**src/sv/rabf_pkg.sv**
```systemverilog
// shared constants, types and codes for the rectangle blend and fade block
`default_nettype none

package rabf_pkg;

  localparam int unsigned MaxWidth   = 128;
  localparam int unsigned MaxHeight  = 128;
  localparam int unsigned ColW       = $clog2(MaxWidth);
  localparam int unsigned RowW       = $clog2(MaxHeight);
  localparam int unsigned ColEndW    = ColW + 1;
  localparam int unsigned RowEndW    = RowW + 1;
  localparam int unsigned AddrW      = RowW + ColW;
  localparam int unsigned Depth      = MaxWidth * MaxHeight;
  localparam int unsigned ChanW      = 8;
  localparam int unsigned PixW       = 3 * ChanW;
  localparam int unsigned ProdW      = 2 * ChanW;
  localparam int unsigned CountW     = 15;
  localparam int unsigned CfgW       = 8;
  localparam int unsigned QueueDepth = 2;
  localparam int unsigned QPtrW      = $clog2(QueueDepth);
  localparam int unsigned QCntW      = QPtrW + 1;
  localparam int unsigned ApbAddrW   = 3;
  localparam int unsigned ApbDataW   = 32;
  localparam int unsigned RegSelBit  = 2;

  localparam logic RegFrameWidth  = 1'b0;
  localparam logic RegFrameHeight = 1'b1;

  localparam logic [CfgW-1:0] FrameReset = CfgW'(128);

  typedef enum logic [1:0] {
    OP_BLEND = 2'd0,
    OP_FADE  = 2'd1,
    OP_READ  = 2'd2,
    OP_NONE  = 2'd3
  } op_e;

  typedef enum logic [1:0] {
    KIND_NOP,
    KIND_BLEND,
    KIND_FADE,
    KIND_READ
  } kind_e;

  typedef enum logic [2:0] {
    BK_CLEAR,
    BK_IDLE,
    BK_RUN,
    BK_FLUSH,
    BK_FINISH
  } back_state_e;

  typedef struct packed {
    logic [1:0] opcode;
    logic [6:0] left;
    logic [6:0] top;
    logic [7:0] rect_w;
    logic [7:0] rect_h;
    logic [7:0] fill_red;
    logic [7:0] fill_green;
    logic [7:0] fill_blue;
    logic [7:0] fill_alpha;
  } req_t;

  typedef struct packed {
    logic [7:0]  pixel_red;
    logic [7:0]  pixel_green;
    logic [7:0]  pixel_blue;
    logic [14:0] pixels_touched;
  } rsp_t;

  typedef struct packed {
    kind_e               kind;
    logic [ColW-1:0]     x0;
    logic [ColEndW-1:0]  x1;
    logic [RowW-1:0]     y0;
    logic [RowEndW-1:0]  y1;
    logic [ChanW-1:0]    inv;
    logic [ProdW-1:0]    pre_r;
    logic [ProdW-1:0]    pre_g;
    logic [ProdW-1:0]    pre_b;
  } cmd_t;

endpackage

`default_nettype wire

```
**src/sv/rabf_front.sv**
```systemverilog
// front end: request handshake, clipping and classification into commands
`default_nettype none

module rabf_front (
  input  wire logic                      req_valid_i,
  output logic                           req_stall_o,
  input  wire rabf_pkg::req_t            req_i,
  input  wire logic [rabf_pkg::CfgW-1:0] frame_width_i,
  input  wire logic [rabf_pkg::CfgW-1:0] frame_height_i,
  input  wire logic                      full_i,
  input  wire logic                      clearing_i,
  output logic                           push_o,
  output rabf_pkg::cmd_t                 cmd_o
);
  import rabf_pkg::*;

  logic [CfgW-1:0] fw;
  logic [CfgW-1:0] fh;
  logic [CfgW:0]   xe_sum;
  logic [CfgW:0]   ye_sum;
  logic [CfgW-1:0] xe;
  logic [CfgW-1:0] ye;
  logic            blend_empty;
  logic            read_in;

  assign fw = (frame_width_i > CfgW'(MaxWidth)) ? CfgW'(MaxWidth) : frame_width_i;
  assign fh = (frame_height_i > CfgW'(MaxHeight)) ? CfgW'(MaxHeight) : frame_height_i;

  assign xe_sum = (CfgW+1)'(req_i.left) + (CfgW+1)'(req_i.rect_w);
  assign ye_sum = (CfgW+1)'(req_i.top) + (CfgW+1)'(req_i.rect_h);
  assign xe = (xe_sum < {1'b0, fw}) ? xe_sum[CfgW-1:0] : fw;
  assign ye = (ye_sum < {1'b0, fh}) ? ye_sum[CfgW-1:0] : fh;
  assign blend_empty = (CfgW'(req_i.left) >= xe) || (CfgW'(req_i.top) >= ye);
  assign read_in = (CfgW'(req_i.left) < fw) && (CfgW'(req_i.top) < fh);

  assign req_stall_o = full_i || clearing_i;
  assign push_o = req_valid_i && !req_stall_o;

  always_comb begin
    cmd_o.kind  = KIND_NOP;
    cmd_o.x0    = ColW'(req_i.left);
    cmd_o.y0    = RowW'(req_i.top);
    cmd_o.x1    = ColEndW'(req_i.left);
    cmd_o.y1    = RowEndW'(req_i.top);
    cmd_o.inv   = 8'hFF - req_i.fill_alpha;
    cmd_o.pre_r = req_i.fill_alpha * req_i.fill_red;
    cmd_o.pre_g = req_i.fill_alpha * req_i.fill_green;
    cmd_o.pre_b = req_i.fill_alpha * req_i.fill_blue;
    unique case (op_e'(req_i.opcode))
      OP_BLEND: begin
        if (!blend_empty) begin
          cmd_o.kind = KIND_BLEND;
          cmd_o.x1   = ColEndW'(xe);
          cmd_o.y1   = RowEndW'(ye);
        end
      end
      OP_FADE: begin
        if ((fw != '0) && (fh != '0)) begin
          cmd_o.kind = KIND_FADE;
          cmd_o.x0   = '0;
          cmd_o.y0   = '0;
          cmd_o.x1   = ColEndW'(fw);
          cmd_o.y1   = RowEndW'(fh);
        end
      end
      OP_READ: begin
        if (read_in) begin
          cmd_o.kind = KIND_READ;
          cmd_o.x1   = ColEndW'(req_i.left) + 1'b1;
          cmd_o.y1   = RowEndW'(req_i.top) + 1'b1;
        end
      end
      OP_NONE: begin
        cmd_o.kind = KIND_NOP;
      end
      default: begin
        cmd_o.kind = KIND_NOP;
      end
    endcase
  end

endmodule

`default_nettype wire

```
**config.mk**
```make
export PLATFORM = sky130hd
export DESIGN_NAME = rabf_front
export DESIGN_NICKNAME = d
export VERILOG_FILES = /design/src/sv/rabf_pkg.sv /design/src/sv/rabf_front.sv
export SDC_FILE = /design/constraint.sdc
export NUM_CORES = 1
export LEC_CHECK = 0
export ABC_AREA = 1
export BUFFER_PORTS_ARGS = -buffer_cell sky130_fd_sc_hd__buf_2
export CAP_MARGIN = 5
export CORE_UTILIZATION = 60
export DETAILED_ROUTE_END_ITERATION = 10
export PLACE_DENSITY = 0.94
export REMOVE_ABC_BUFFERS = 1
export SLEW_MARGIN = 20
export SYNTH_ARGS = -nofsm -noshare
export SYNTH_HDL_FRONTEND = slang
export SYNTH_SLANG_ARGS = --single-unit
```
**constraint.sdc**
```tcl
create_clock -name vclk -period 9.8
set_input_delay 0.49 -clock vclk [all_inputs]
set_output_delay 0.49 -clock vclk [all_outputs]
set_load 0.02 [all_outputs]
```
==> results.json, run 1 <==
{
  "syn_avg_cell_area_sq_um": 6.69,
  "path_max_fanout": 25,
  "num_rows": 46,
  "synthTopCellsByArea": "fa_1 (23%), ha_1 (21%), nand2_1 (15%), inv_1 (14%), xor2_1 (3.5%)",
  "die_w_um": 129,
  "grt_overflow": 0,
  "path_delay_family": "adder cells",
  "outcome": "finished clean",
  "syn_to_final_growth_pct": 8.74,
  "first_pass_iters": 5,
  "routed_wirelength_um": 23800,
  "grt_setup_unrepaired": "no",
  "hold_viol": 0,
  "stdcell_area_sq_um": 10600,
  "max_cap_violations": 0,
  "max_freq_ghz": 0.179,
  "yosys.area.top_type": "fa_1",
  "viasPerCell": 5.36,
  "drc": 0,
  "clkbuf_count": 0,
  "initial_core_util": 0.613,
  "place_area_sq_um": 10600,
  "syn_inst": 1456,
  "dr.first_iter.drc_count": 709,
  "setup-tns-final_ps": 0,
  "fin_util": 0.667,
  "cp-start-kind": "input pin",
  "holdBufCountCts": 0,
  "hp-start": "req_valid_i",
  "irDropWorstVdd_v": 0.000201,
  "critPathSlowestCell": "fa_1",
  "tightest_slew_ps": 1070,
  "total_power_uw": 1720,
  "nNetsFinal": 1926,
  "cts_setup_buffers": 0,
  "cpMostUsedCell": "fa_1",
  "hold_ws_ps": 1290,
  "grt_pass1_vias": 9104,
  "gr-usage-all-layers": 0.284,
  "cp_data_arrival_time_ps": 5100,
  "grt_start_max_net_pins": 28,
  "mostFrequentLayoutCell": "nand2_1",
  "p_per_area_nw_per_um2": 162,
  "core_sq_um": 15900,
  "critPathKind": "input pin to primary output",
  "num_antenna_cells": 0,
  "drive_gt1_frac": 0.155,
  "crit_buf_inv": 3,
  "critPathMaxStageDelay_ps": 570,
  "netlist-cell-type-count": 44,
  "crit_path_end_kind": "primary output",
  "fin_crit_sh": 0.570,
  "yosysWarnings": 0,
  "port_buffers": 173,
  "worstSetupStartpoint": "req_i[6]",
  "antenna_found_initial": 1,
  "hold_class": "input pin to primary output",
  "fp.dieH_um": 129,
  "place_congestion": 0.929,
  "seqCellArea_sq_um": 0,
  "final_cell_mix": "nand2_1 (389), inv_1 (354), buf_2 (173)",
  "crit_chain": "buf_2 -> nand2_1 -> fa_1 -> fa_1 -> fa_1 -> fa_1 -> inv_1 -> ha_1 -> a21oi_1 -> o21ai_0 -> o21bai_1 -> nand2_1 -> nand2_1 -> a21oi_1 -> o21bai_1 -> a21oi_1 -> xor2_1 -> buf_2",
  "routedWlPerCell_um": 13.3,
  "syn-cell-area_sq_um": 9740,
  "drtAntennaViolNets": 0,
  "maxSlewHeadroom": 0.288,
  "die_area_sq_um": 16800,
  "yosysSeqAreaShare": 0,
  "num_vias": 9548,
  "cp.required_ps": 9310,
  "maxSlewViolCount": 0,
  "cts_resized": 0,
  "p_leak_uw": 0.00689,
  "period_minus_slack_ps": 5590,
  "synth_top_area_share": 0.226,
  "io_pins": 173,
  "dpl.hpwl_um": 19700,
  "setup_viol": 0,
  "grt_pass1_wl_um": 39500,
  "seq_cells": 0
}
## worst paths after layout
| check | endpoint | cells past startpoint | slack [ps] |
|---|---|---|---|
| setup / recovery | cmd_o[47] | 18 | 4210 |
| hold / removal | push_o | 4 | 1290 |
## stage by stage
step,setup slack (ps),cells
floorplan,5000,1393
global placement,4400,1783
detailed placement,4340,1783
CTS,4340,1783
global route,3990,1783
finish,4210,1783
## report_power, final
group / internal, uW / switching, uW / total [uW]
Sequential: 0 / 0 / 0
Combinational: 619 / 1100 / 1720
Clock: 0 / 0 / 0
## synth_stat cells, types with 4 or more instances
cell type  count
nand3_2       31
nand2_1      389
xnor2_1       17
xor2_1        39
nand3_1       53
nand2_2       16
inv_1        354
clkbuf_2       5
fa_1         110
nand4_1       22
o21ai_0       20
ha_1         164
nand2_4        5
clkbuf_1      46
nor2_1        52
buf_6          4
o21ai_2        6
o21ai_1       10
a21oi_1       65
buf_2          5
nor3_1         7
## metal layers
metal	share of wire	track usage
met1	0.41	0.366
met2	0.49	0.503
met3	0.072	0.0215
met4	0.029	0.0971
met5	0.00055	0
## worst min-delay path, delay by kind of cell
kind	cells	cell delay, ps
buffers and inverters	3	270
AND/OR/NAND/NOR	1	30
## kinds of logic after synthesis
group / count (synthesis) / share of synthesized area
AOI/OAI and AO/OA: 116 / 0.0663
buffers and inverters: 422 / 0.168
adders and majority gates: 274 / 0.437
xor gates and xnor gates: 56 / 0.0503
and+or+nand+nor: 588 / 0.278
## cell type report
| cell class | instances | area [sq um] |
|---|---|---|
| multi-input combinational | 1034 | 8110 |
| fill | 1318 | 5290 |
| inverter | 359 | 1350 |
| timing repair buffer | 174 | 873 |
| tap | 216 | 270 |
Power figures use the tool's default switching activity.
==> inputs of run 2 (changes only) <==
--- a/config.mk
+++ b/config.mk
@@ -8,9 +8,9 @@
 export ABC_AREA = 1
 export BUFFER_PORTS_ARGS = -buffer_cell sky130_fd_sc_hd__buf_2
 export CAP_MARGIN = 5
-export CORE_UTILIZATION = 60
+export CORE_UTILIZATION = 54
 export DETAILED_ROUTE_END_ITERATION = 10
-export PLACE_DENSITY = 0.94
+export PLACE_DENSITY = 0.9
 export REMOVE_ABC_BUFFERS = 1
 export SLEW_MARGIN = 20
 export SYNTH_ARGS = -nofsm -noshare
==> constraint.sdc (replaced) <==
create_clock -name vclk -period 4.75
set_input_delay 0.2375 -clock vclk [all_inputs]
set_output_delay 0.2375 -clock vclk [all_outputs]
set_load 0.02 [all_outputs]
==> run 2 against run 1 <==
  * Design area up 5.5%
  * Die area is 11% higher
  * Final cell count is 3.4% higher
  * Non-clock buffer count up 49
  * Utilization fell by 2.8 points
  * Power rose by 120%
==> results.json, run 2 (synthesized netlist as in run 1, its figures left out) <==
{
  "outcome": "finished clean",
  "viasPerCell": 5.18,
  "seq_cells": 0,
  "hold_viol": 0,
  "crit_path_end_kind": "primary output",
  "grt_overflow": 0,
  "cp-start-kind": "input pin",
  "fin_crit_sh": 0.953,
  "place_area_sq_um": 10900,
  "nNetsFinal": 1976,
  "fin_util": 0.639,
  "initial_core_util": 0.558,
  "core_sq_um": 17500,
  "path_max_fanout": 8,
  "routedWlPerCell_um": 13.5,
  "first_pass_iters": 5,
  "cp_data_arrival_time_ps": 4290,
  "dr.first_iter.drc_count": 558,
  "hp-start": "req_valid_i",
  "setup_viol": 0,
  "hold_class": "input pin to primary output",
  "critPathSlowestCell": "fa_1",
  "p_per_area_nw_per_um2": 343,
  "mostFrequentLayoutCell": "nand2_1",
  "port_buffers": 173,
  "grt_pass1_wl_um": 40400,
  "period_minus_slack_ps": 4530,
  "use_met2": 0.469,
  "gr-usage-all-layers": 0.264,
  "path_delay_family": "adder cells",
  "critPathMaxStageDelay_ps": 570,
  "irDropWorstVdd_v": 0.000652,
  "cp.required_ps": 4510,
  "final_cell_count_no_fill": 1844,
  "num_vias": 9543,
  "setup-tns-final_ps": 0,
  "use_met3": 0.0227,
  "maxSlewHeadroom": 0.459,
  "die_area_sq_um": 18600,
  "critPathKind": "input pin to primary output",
  "grt_most_used_layer": "met2",
  "clkbuf_count": 0,
  "dp_cells": 1831,
  "holdBufCountCts": 0,
  "drc": 0,
  "crit_buf_inv": 6,
  "gr-usage-met1": 0.339,
  "drtAntennaViolNets": 0,
  "p_leak_uw": 0.00716,
  "syn_to_final_growth_pct": 14.7,
  "hold_ws_ps": 786,
  "fp.dieH_um": 136,
  "dpl.hpwl_um": 20600,
  "maxSlewViolCount": 0,
  "seqCellArea_sq_um": 0,
  "stdcell_area_sq_um": 11200,
  "drive_gt1_frac": 0.194,
  "grt_pass1_vias": 9186,
  "num_rows": 48,
  "max_freq_ghz": 0.221,
  "routed_wirelength_um": 24800,
  "worstSetupStartpoint": "req_i[5]",
  "place_congestion": 0.922,
  "io_pins": 173,
  "tightest_slew_ps": 806,
  "final_cell_mix": "nand2_1 (388), inv_1 (354), buf_2 (164)",
  "antenna_found_initial": 3,
  "max_cap_violations": 0,
  "die_w_um": 136,
  "crit_chain": "buf_2 -> buf_6 -> nand2_1 -> inv_1 -> fa_1 -> inv_1 -> fa_1 -> inv_1 -> fa_1 -> fa_1 -> ha_4 -> a21oi_1 -> o21ai_0 -> a21oi_1 -> nor2_1 -> o21ai_1 -> nand2_1 -> nand2_1 -> nand2_1 -> a21oi_2 -> xnor2_1 -> buf_4",
  "grt_start_max_net_pins": 28
}
-- run 2: where the power goes --
part / internal, uW / total (uW) / switching, uW
registers: 0 / 0 / 0
clock network: 0.0000563 / 0.0000563 / 0
logic: 1500 / 3830 / 2330
-- run 2: final timing paths --
check / endpoint / depth (start not counted) / slack, ps
worst max-delay path: cmd_o[30] / 22 / 220
worst min-delay path: push_o / 4 / 790
-- run 2: area by class of cell --
cell class         instances  area (sq um)
well taps                225           282
inverters                359          1350
repair buffers           223          1310
fillers                 1461          6300
diodes                     2          5.00
multi-input cells       1035          8230
-- run 2: per-layer routing --
metal  share of wire  vias to the layer above
met4           0.018                        2
met5         0.00040                        -
met2            0.50                      304
li1                -                     4739
met3           0.059                       49
met1            0.42                     4449
-- run 2: metrics by stage --
step | worst slack (ps) | power (uW)
CTS | 3.76 | 3610
floorplan | 451 | 2530
finish | 222 | 3830
global route | -26.5 | 4270
global placement | 53.2 | 3480
detailed placement | -64.9 | 3580
-- run 2: what timing repair did --
item / 4_1_cts / 5_1_grt
cloned: 0 / 1
hold endpoints to repair: 0 / 0
pin swaps: 0 / 10
setup buffers: 0 / 10
resized for setup: 4 / 38
setup endpoints to repair: 10 / 26
