**config.mk**
```make
export PLATFORM = sky130hd
export DESIGN_NAME = rabf_fifo
export DESIGN_NICKNAME = d
export VERILOG_FILES = /design/src/sv/rabf_pkg.sv /design/src/sv/rabf_fifo.sv
export SDC_FILE = /design/constraint.sdc
export NUM_CORES = 1
export LEC_CHECK = 0
export ABC_AREA = 1
export BUFFER_PORTS_ARGS = -buffer_cell sky130_fd_sc_hd__buf_4
export CAP_MARGIN = 5
export CORE_MARGIN = 10
export CORE_UTILIZATION = 50
export CTS_BUF_LIST = sky130_fd_sc_hd__clkbuf_4
export CTS_CLUSTER_SIZE = 12
export DETAILED_ROUTE_END_ITERATION = 8
export PLACE_DENSITY_LB_ADDON = 0.05
export REMOVE_ABC_BUFFERS = 1
export SLEW_MARGIN = 20
export SYNTH_ARGS = -nofsm -noshare
export SYNTH_HDL_FRONTEND = slang
export SYNTH_SLANG_ARGS = --single-unit
```
**constraint.sdc**
```tcl
create_clock -name clk_i -period 6.3 [get_ports clk_i]
set_input_delay 0.315 -clock clk_i [delete_from_list [all_inputs] [get_ports clk_i]]
set_output_delay 0.315 -clock clk_i [all_outputs]
set_load 0.005 [all_outputs]
```
**src/sv/rabf_pkg.sv**
```systemverilog
// shared constants, types and codes for the rectangle blend and fade block
`default_nettype none

package rabf_pkg;

  localparam int unsigned MaxWidth   = 128;
  localparam int unsigned MaxHeight  = 128;
  localparam int unsigned ColW       = $clog2(MaxWidth);
  localparam int unsigned RowW       = $clog2(MaxHeight);
  localparam int unsigned ColEndW    = ColW + 1;
  localparam int unsigned RowEndW    = RowW + 1;
  localparam int unsigned AddrW      = RowW + ColW;
  localparam int unsigned Depth      = MaxWidth * MaxHeight;
  localparam int unsigned ChanW      = 8;
  localparam int unsigned PixW       = 3 * ChanW;
  localparam int unsigned ProdW      = 2 * ChanW;
  localparam int unsigned CountW     = 15;
  localparam int unsigned CfgW       = 8;
  localparam int unsigned QueueDepth = 2;
  localparam int unsigned QPtrW      = $clog2(QueueDepth);
  localparam int unsigned QCntW      = QPtrW + 1;
  localparam int unsigned ApbAddrW   = 3;
  localparam int unsigned ApbDataW   = 32;
  localparam int unsigned RegSelBit  = 2;

  localparam logic RegFrameWidth  = 1'b0;
  localparam logic RegFrameHeight = 1'b1;

  localparam logic [CfgW-1:0] FrameReset = CfgW'(128);

  typedef enum logic [1:0] {
    OP_BLEND = 2'd0,
    OP_FADE  = 2'd1,
    OP_READ  = 2'd2,
    OP_NONE  = 2'd3
  } op_e;

  typedef enum logic [1:0] {
    KIND_NOP,
    KIND_BLEND,
    KIND_FADE,
    KIND_READ
  } kind_e;

  typedef enum logic [2:0] {
    BK_CLEAR,
    BK_IDLE,
    BK_RUN,
    BK_FLUSH,
    BK_FINISH
  } back_state_e;

  typedef struct packed {
    logic [1:0] opcode;
    logic [6:0] left;
    logic [6:0] top;
    logic [7:0] rect_w;
    logic [7:0] rect_h;
    logic [7:0] fill_red;
    logic [7:0] fill_green;
    logic [7:0] fill_blue;
    logic [7:0] fill_alpha;
  } req_t;

  typedef struct packed {
    logic [7:0]  pixel_red;
    logic [7:0]  pixel_green;
    logic [7:0]  pixel_blue;
    logic [14:0] pixels_touched;
  } rsp_t;

  typedef struct packed {
    kind_e               kind;
    logic [ColW-1:0]     x0;
    logic [ColEndW-1:0]  x1;
    logic [RowW-1:0]     y0;
    logic [RowEndW-1:0]  y1;
    logic [ChanW-1:0]    inv;
    logic [ProdW-1:0]    pre_r;
    logic [ProdW-1:0]    pre_g;
    logic [ProdW-1:0]    pre_b;
  } cmd_t;

endpackage

`default_nettype wire

```
**src/sv/rabf_fifo.sv**
```systemverilog
// short command queue between front end and pixel engine
`default_nettype none

module rabf_fifo (
  input  wire logic           clk_i,
  input  wire logic           rst_ni,
  input  wire logic           push_i,
  input  wire rabf_pkg::cmd_t cmd_i,
  output logic                full_o,
  input  wire logic           pop_i,
  output logic                empty_o,
  output rabf_pkg::cmd_t      head_o
);
  import rabf_pkg::*;

  cmd_t             slot_q [QueueDepth];
  logic [QPtrW-1:0] wr_ptr_q;
  logic [QPtrW-1:0] rd_ptr_q;
  logic [QCntW-1:0] cnt_q;

  assign full_o  = (cnt_q == QCntW'(QueueDepth));
  assign empty_o = (cnt_q == '0);
  assign head_o  = slot_q[rd_ptr_q];

  always_ff @(posedge clk_i or negedge rst_ni) begin
    if (!rst_ni) begin
      wr_ptr_q <= '0;
      rd_ptr_q <= '0;
      cnt_q    <= '0;
    end else begin
      if (push_i) begin
        wr_ptr_q <= wr_ptr_q + 1'b1;
      end
      if (pop_i) begin
        rd_ptr_q <= rd_ptr_q + 1'b1;
      end
      if (push_i && !pop_i) begin
        cnt_q <= cnt_q + 1'b1;
      end else if (pop_i && !push_i) begin
        cnt_q <= cnt_q - 1'b1;
      end
    end
  end

  always_ff @(posedge clk_i) begin
    if (push_i) begin
      slot_q[wr_ptr_q] <= cmd_i;
    end
  end

endmodule

`default_nettype wire

```
==> results.toml, run 1 <==
[power]
p_leak_nw = 3.599
total_power_mw = 3.507
power.share.switching_pct = 26.33
p_sw_mw = 0.9231
clockPowerShare_pct = 20.0
peakVddDrop_uv = 339.9
intPower_mw = 2.583
pwr-share-comb_pct = 31.4
powerDensity_nw_per_um2 = 374.3
seqPwrFrac_pct = 48.6

[sta]
rsz0062_at_grt = "no"
slew_headroom_pct = 44.44
skew_ps = 8.340
fmax_ghz = 0.3348
final_max_slew_viol_count = 0
setup_violations = 0
min_period_ps = 2987
holdWs_ps = 77.86
fin_tns_setup_ps = 0
hold_viol_final = 0
fin_crit_sh_pct = 47.41
worstMarginPinSlew_ps = 833.4
fin_ws_ps = 3313

[cells_and_area]
nets = 676
syn_to_final_growth_pct = 42.20
final_cell_area_sq_um = 9369
drive_above_1_share_pct = 50.50
antenna_cells = 0
multi_input_area_sq_um = 1116
fillCellCount = 792
seq_area_sq_um = 5389

[synthesis]
synth-edff-count = 176
synth_cell_types = 14
ys_async_sr_fraction_pct = 2.222
seq_area_frac_synth_pct = 81.73
syn_avg_cell_area_sq_um = 22.04
synth-seq-cells = 180
synth-main-ff-cell = "edfxtp_1"
synth_cells = 299
netlist_area_sq_um = 6589
yosys_warnings = 0

[detailed_routing]
via_count = 3693
finalWirelength_mm = 14.06
first_pass_iters = 5
viasPerCell = 4.809
first_iter_violations = 250
drc = 0
antenna_left = 0
routedWlPerCell_um = 18.30

[flow_run]
cap_viol_max_count = 0

[floorplan]
rows = 41
die_y_um = 134.8
boundaryPins = 182
dieArea_sq_um = 18170
start_util_pct = 51.58
coreArea_sq_um = 12770
fp.dieW_um = 134.8

[clock_tree]
clockBufferDepth = 2
cts_num_sinks = 180
cts_tree = "yes"
cts-root-buf = "clkbuf_4"
post_cts_buffers = 0
numCtsBuffers = 17
clk_pin_slew_ps = 120
clk_latency_ps = 540
cts_max_level = 4

[run_status]
outcome = "finished clean"

[critical_path]
required_ps = 5980
crit_path_end_kind = "output port"
r2r_setup_slack_ps = 4180
crit_arrival_ps = 2670
reg2reg_depth = 3
critPathMaxFanout = 46
cp-start-kind = "flip-flop"
crit_type = "flip-flop to output port"

[placed_design]
pre_cts_ws_ps = 3882
gp_congestion = 0.7354
numPortBuffers = 181
post-dp-hpwl_mm = 8.964
postPlaceCellArea_sq_um = 8133

[global_route]
grt_use_total_pct = 15.45
grt_max_degree = 89
antenna_found_initial = 0
grt_first_pass_wirelength_mm = 21.51
grt_pass1_vias = 4065
grt-ovfl-total = 0

[hold_path]
hp-class = "input pin to async pin"
-- worst paths after layout --
| kind | start | end |
|---|---|---|
| max reg2reg | wr_ptr_q | slot_q[1][69] |
| min in group clk_i | cmd_i[84] | slot_q[1][84] |
| min reg2reg | cnt_q[1] | cnt_q[1] |
| max | rd_ptr_q | head_o[60] |
| min | rst_ni | wr_ptr_q |
| max in group asynchronous | rst_ni | rd_ptr_q |
-- metrics by stage --
stage	std cells	utilization, %
detailed placement	645	63.67
floorplan	289	-
global route	768	73.35
CTS	768	73.35
finish	768	73.35
global placement	645	63.64
-- flip-flops by register name, indices dropped and copies added, names as in the netlist --
signal,count
slot_q,176
cnt_q,2
wr_ptr_q,1
rd_ptr_q,1
-- worst max-delay path, cell delays in order, from the launching register on --
cell and delay (ps):
dfrtp_4 860, buf_4 640, mux2_2 430, buf_4 140
-- cell families after synthesis --
kind of cell	Yosys count	share of synthesized area [%]
fa+ha+maj	1	0.1899
simple gates	10	0.6267
mux	88	15.61
xor+xnor	3	0.3989
buf+inv	17	1.443
flops	180	81.73
-- area by class of cell --
cell class	instances	share of cell area (%)
Clock buffer	18	1.442
Clock inverter	14	2.030
Sequential cell	180	57.52
Tap cell	172	2.297
Timing Repair Buffer	275	24.51
Inverter	7	0.2938
Multi-Input combinational cell	102	11.91
-- power by group through the flow --
stage | Sequential (mW) | Clock (mW) | Combinational, mW
final | 1.70 | 0.702 | 1.10
after global routing | 1.73 | 0.766 | 1.19
after CTS | 1.71 | 0.719 | 1.12
after detailed placement | 1.74 | 0 | 1.07
after global placement | 1.72 | 0 | 1.07
after floorplan | 1.75 | 0 | 0.506
-- synthesized netlist by cell type (2+ instances only) --
cell type	instances	area, sq um
mux2_4	10	150.1
buf_2	7	35.03
mux2_2	78	878.3
edfxtp_1	176	5285
nor2_1	3	11.26
buf_6	3	33.78
inv_1	7	26.28
dfrtp_1	4	100.1
nand2_1	5	18.77
xor2_1	2	17.52
-- placed cells by master, fill, tap and decap left out --
cell type and count:
ha_1 1, xnor2_1 1, dlygate4sd3_1 91, dfrtp_4 1, bufinv_16 5, mux2_4 10, clkinvlp_4 1, nand3_1 1
nand4_1 1, xor2_1 2, buf_6 1, mux2_2 78, clkbuf_4 18, nor2_1 2, clkinv_1 6, clkinv_2 3
nand2_1 5, edfxtp_1 176, dfrtp_1 3, nor2_4 1, inv_1 6, buf_4 183
-- layer usage --
metal	track usage [%]	up-vias	wire length, um
li1	-	1743	-
met5	0	-	0
met4	5.441	0	179
met3	6.157	13	1172
met1	17.78	1809	5592
met2	25.60	128	7113
-- what timing repair did --
| action | in CTS | in global routing |
|---|---|---|
| setup endpoints to repair | 0 | 0 |
| gates resized for setup | 0 | 0 |
| hold buffers | 91 | 0 |
| hold endpoints to repair | 182 | 0 |
Power figures use the tool's default switching activity.
==> run 2: changes to the inputs <==
--- a/config.mk
+++ b/config.mk
@@ -5,11 +5,11 @@
 export SDC_FILE = /design/constraint.sdc
 export NUM_CORES = 1
 export LEC_CHECK = 0
-export ABC_AREA = 1
+export ABC_AREA = 0
 export BUFFER_PORTS_ARGS = -buffer_cell sky130_fd_sc_hd__buf_4
 export CAP_MARGIN = 5
 export CORE_MARGIN = 10
-export CORE_UTILIZATION = 50
+export CORE_UTILIZATION = 49
 export CTS_BUF_LIST = sky130_fd_sc_hd__clkbuf_4
 export CTS_CLUSTER_SIZE = 12
 export DETAILED_ROUTE_END_ITERATION = 8
==> constraint.sdc (replaced) <==
create_clock -name clk_i -period 2.4 [get_ports clk_i]
set_input_delay 0.12 -clock clk_i [delete_from_list [all_inputs] [get_ports clk_i]]
set_output_delay 0.12 -clock clk_i [all_outputs]
set_load 0.005 [all_outputs]
==> results.toml, run 2 <==
[run_status]
outcome = "finished clean"

[synthesis]
synthTopCellsByArea = "edfxtp_1 80%, mux2_2 13%, mux2_4 2.3%, dfrtp_1 1.5%, buf_2 0.53%"
synth_fa_ha_area_share_pct = 0.1905
synth-xor-area-share_pct = 0.6667
netlist_area_sq_um = 6569
synth_top_cell_by_area = "edfxtp_1"
synth_top_family_by_area = "multiplexers"
syn_avg_cell_area_sq_um = 22.65
synth_mux_area_share_pct = 15.66
synth_cell_types = 13
yosys_warnings = 0
yosysMostFrequentCell = "edfxtp_1"
synth_common_cells = "176 x edfxtp_1, 78 x mux2_2, 10 x mux2_4, 7 x buf_2"
synth-seq-cells = 180
synth-edff-count = 176
seq_area_frac_synth_pct = 81.98
synth-main-ff-cell = "edfxtp_1"
yosys.area_share.simple_pct = 0.4000
synth_cells = 290
yosys.area.top_type_share_pct = 80.46
ys_async_sr_fraction_pct = 2.222
synth_compound_area_share_pct = 0

[cells_and_area]
seq_area_sq_um = 5389
nets = 674
fin_cells = 770
fillCellCount = 856
final_cell_area_sq_um = 9523
multi_input_area_sq_um = 1121
top_register = "slot_q"
layout_commonest_cell = "buf_4"
final_cell_mix = "185 x buf_4, 176 x edfxtp_1, 92 x dlygate4sd3_1"
largest_reg_flops = 176
drive_above_1_share_pct = 52.69
syn_to_final_growth_pct = 44.97
antenna_cells = 0
top_regs = "slot_q: 176 flops, cnt_q: 2 flops"
final_core_util_pct = 72.20

[critical_path]
crit_arrival_ps = 1990
crit_type = "flip-flop to output port"
critPathMaxFanout = 15
cp_slowest_cell = "dfrtp_4"
crit_path_end_kind = "output port"
required_ps = 2280
cp-start-kind = "flip-flop"
crit_chain = "buf_4 -> mux2_2 -> buf_4"
r2r_setup_slack_ps = 900
cpPeakStageDelay_ps = 610
crit_top_cell = "buf_4"

[global_route]
grt_pass1_vias = 4131
antenna_found_initial = 0
grt_first_pass_wirelength_mm = 21.59
grt_max_degree = 53
grt-ovfl-total = 0
grt_use_total_pct = 15.48

[sta]
worstMarginPinSlew_ps = 502.5
hold_viol_final = 0
slew_headroom_pct = 66.50
min_period_ps = 2107
fin_crit_sh_pct = 87.80
final_max_slew_viol_count = 0
fmax_ghz = 0.4746
skew_ps = 20.52
rsz0062_at_grt = "no"
setup_violations = 0

[floorplan]
boundaryPins = 182
die_y_um = 135.8
dieArea_sq_um = 18440
coreArea_sq_um = 13190
fp.dieW_um = 135.8
rows = 42
start_util_pct = 49.80

[placed_design]
post-dp-hpwl_mm = 9.289
numPortBuffers = 181
placed_cells = 645
gp_congestion = 0.7296
postPlaceCellArea_sq_um = 8203

[power]
p_sw_mw = 2.473
p_leak_nw = 3.647
peakVddDrop_uv = 571.7
power.share.switching_pct = 25.81
seqPwrFrac_pct = 45.6
intPower_mw = 7.110
powerDensity_nw_per_um2 = 1006
clockPowerShare_pct = 21.8
pwr-share-comb_pct = 32.6

[clock_tree]
cts-root-buf = "clkbuf_4"
cts_max_level = 4
clk_latency_ps = 550
cts_tree = "yes"
clockBufferDepth = 2
numCtsBuffers = 17
cts_num_sinks = 180
clk_pin_slew_ps = 150

[detailed_routing]
first_pass_iters = 4
antenna_left = 0
finalWirelength_mm = 14.09
drc = 0
viasPerCell = 4.760
first_iter_violations = 190
routedWlPerCell_um = 18.30
via_count = 3665

[hold_path]
hp-class = "input pin to flip-flop"

[flow_run]
cap_viol_max_count = 0
-- run 2: cell count changes in the layout (fill, tap and decap cells not counted), moves of 3 or more --
cell        change
clkinv_1        -6
inv_1           -5
nand2_1         -5
buf_12          +4
clkinvlp_4      +3
-- run 2: metrics by stage --
step / power [mW] / setup TNS [ps] / worst slack (ps) / hold slack [ps]
CTS: 9.692 / 0 / 77.46 / 231.0
finish: 9.583 / 0 / 292.9 / 284.4
floorplan: 5.935 / -290930 / -2447 / -175.6
global route: 10.11 / 0 / 125.1 / 201.1
global placement: 7.439 / 0 / 745.1 / -78.59
detailed placement: 7.489 / 0 / 716.6 / -80.48
-- run 2: worst max-delay path, delay by kind of cell, from the launching register on --
family	cells	cell delay, ps
flip-flops	1	610
buffers and inverters	2	460
multiplexers	1	370
-- run 2: kinds of logic (layout without fill, tap and decap cells) --
logic type / Yosys count / after routing
multiplexers: 88 / 88
XOR/XNOR: 5 / 5
adder cells (fa/ha/maj): 1 / 1
AND/OR/NAND/NOR: 5 / 5
buffers and inverters: 11 / 315
flip-flops: 180 / 180
-- run 2: path summary, 6_finish.rpt --
path / cells after the start / endpoint / from
setup / recovery: 3 / head_o[80] / rd_ptr_q
hold / removal: 2 / slot_q[1][36] / cmd_i[36]
setup reg to reg: 2 / slot_q[1][43] / wr_ptr_q
hold reg to reg: 1 / cnt_q[1] / cnt_q[1]
max in group asynchronous: 3 / rd_ptr_q / rst_ni
min in group asynchronous: 3 / cnt_q[1] / rst_ni
-- run 2: timing repair --
| action | in CTS | in global routing |
|---|---|---|
| gates resized for setup | 0 | 0 |
| buffers inserted | 0 | 1 |
| hold buffers | 92 | 0 |
| setup endpoints to repair | 0 | 3 |
| hold endpoints to repair | 183 | 0 |
-- run 2: area by class of cell --
class / count / area share [%]
clock inverter: 15 / 2.733
inverter: 1 / 0.03942
multi-input combinational: 99 / 11.77
sequential: 180 / 56.59
timing repair buffer: 282 / 25.21
tap: 176 / 2.312
clock buffer: 17 / 1.340
-- run 2: power by group through the flow --
stage	logic [mW]	registers, mW	clock network [mW]
after floorplan	1.32	4.61	0
after global placement	2.99	4.45	0
after detailed placement	3.00	4.49	0
after CTS	3.14	4.41	2.14
after global routing	3.38	4.43	2.29
final	3.13	4.37	2.09
-- run 2: routing by layer --
metal	share of wire, %	GRT usage (%)	vias up
met5	0	0	-
met4	1.7	6.400	0
met3	7.8	6.120	18
met2	52	26.35	123
met1	38	16.86	1794
li1	-	-	1730
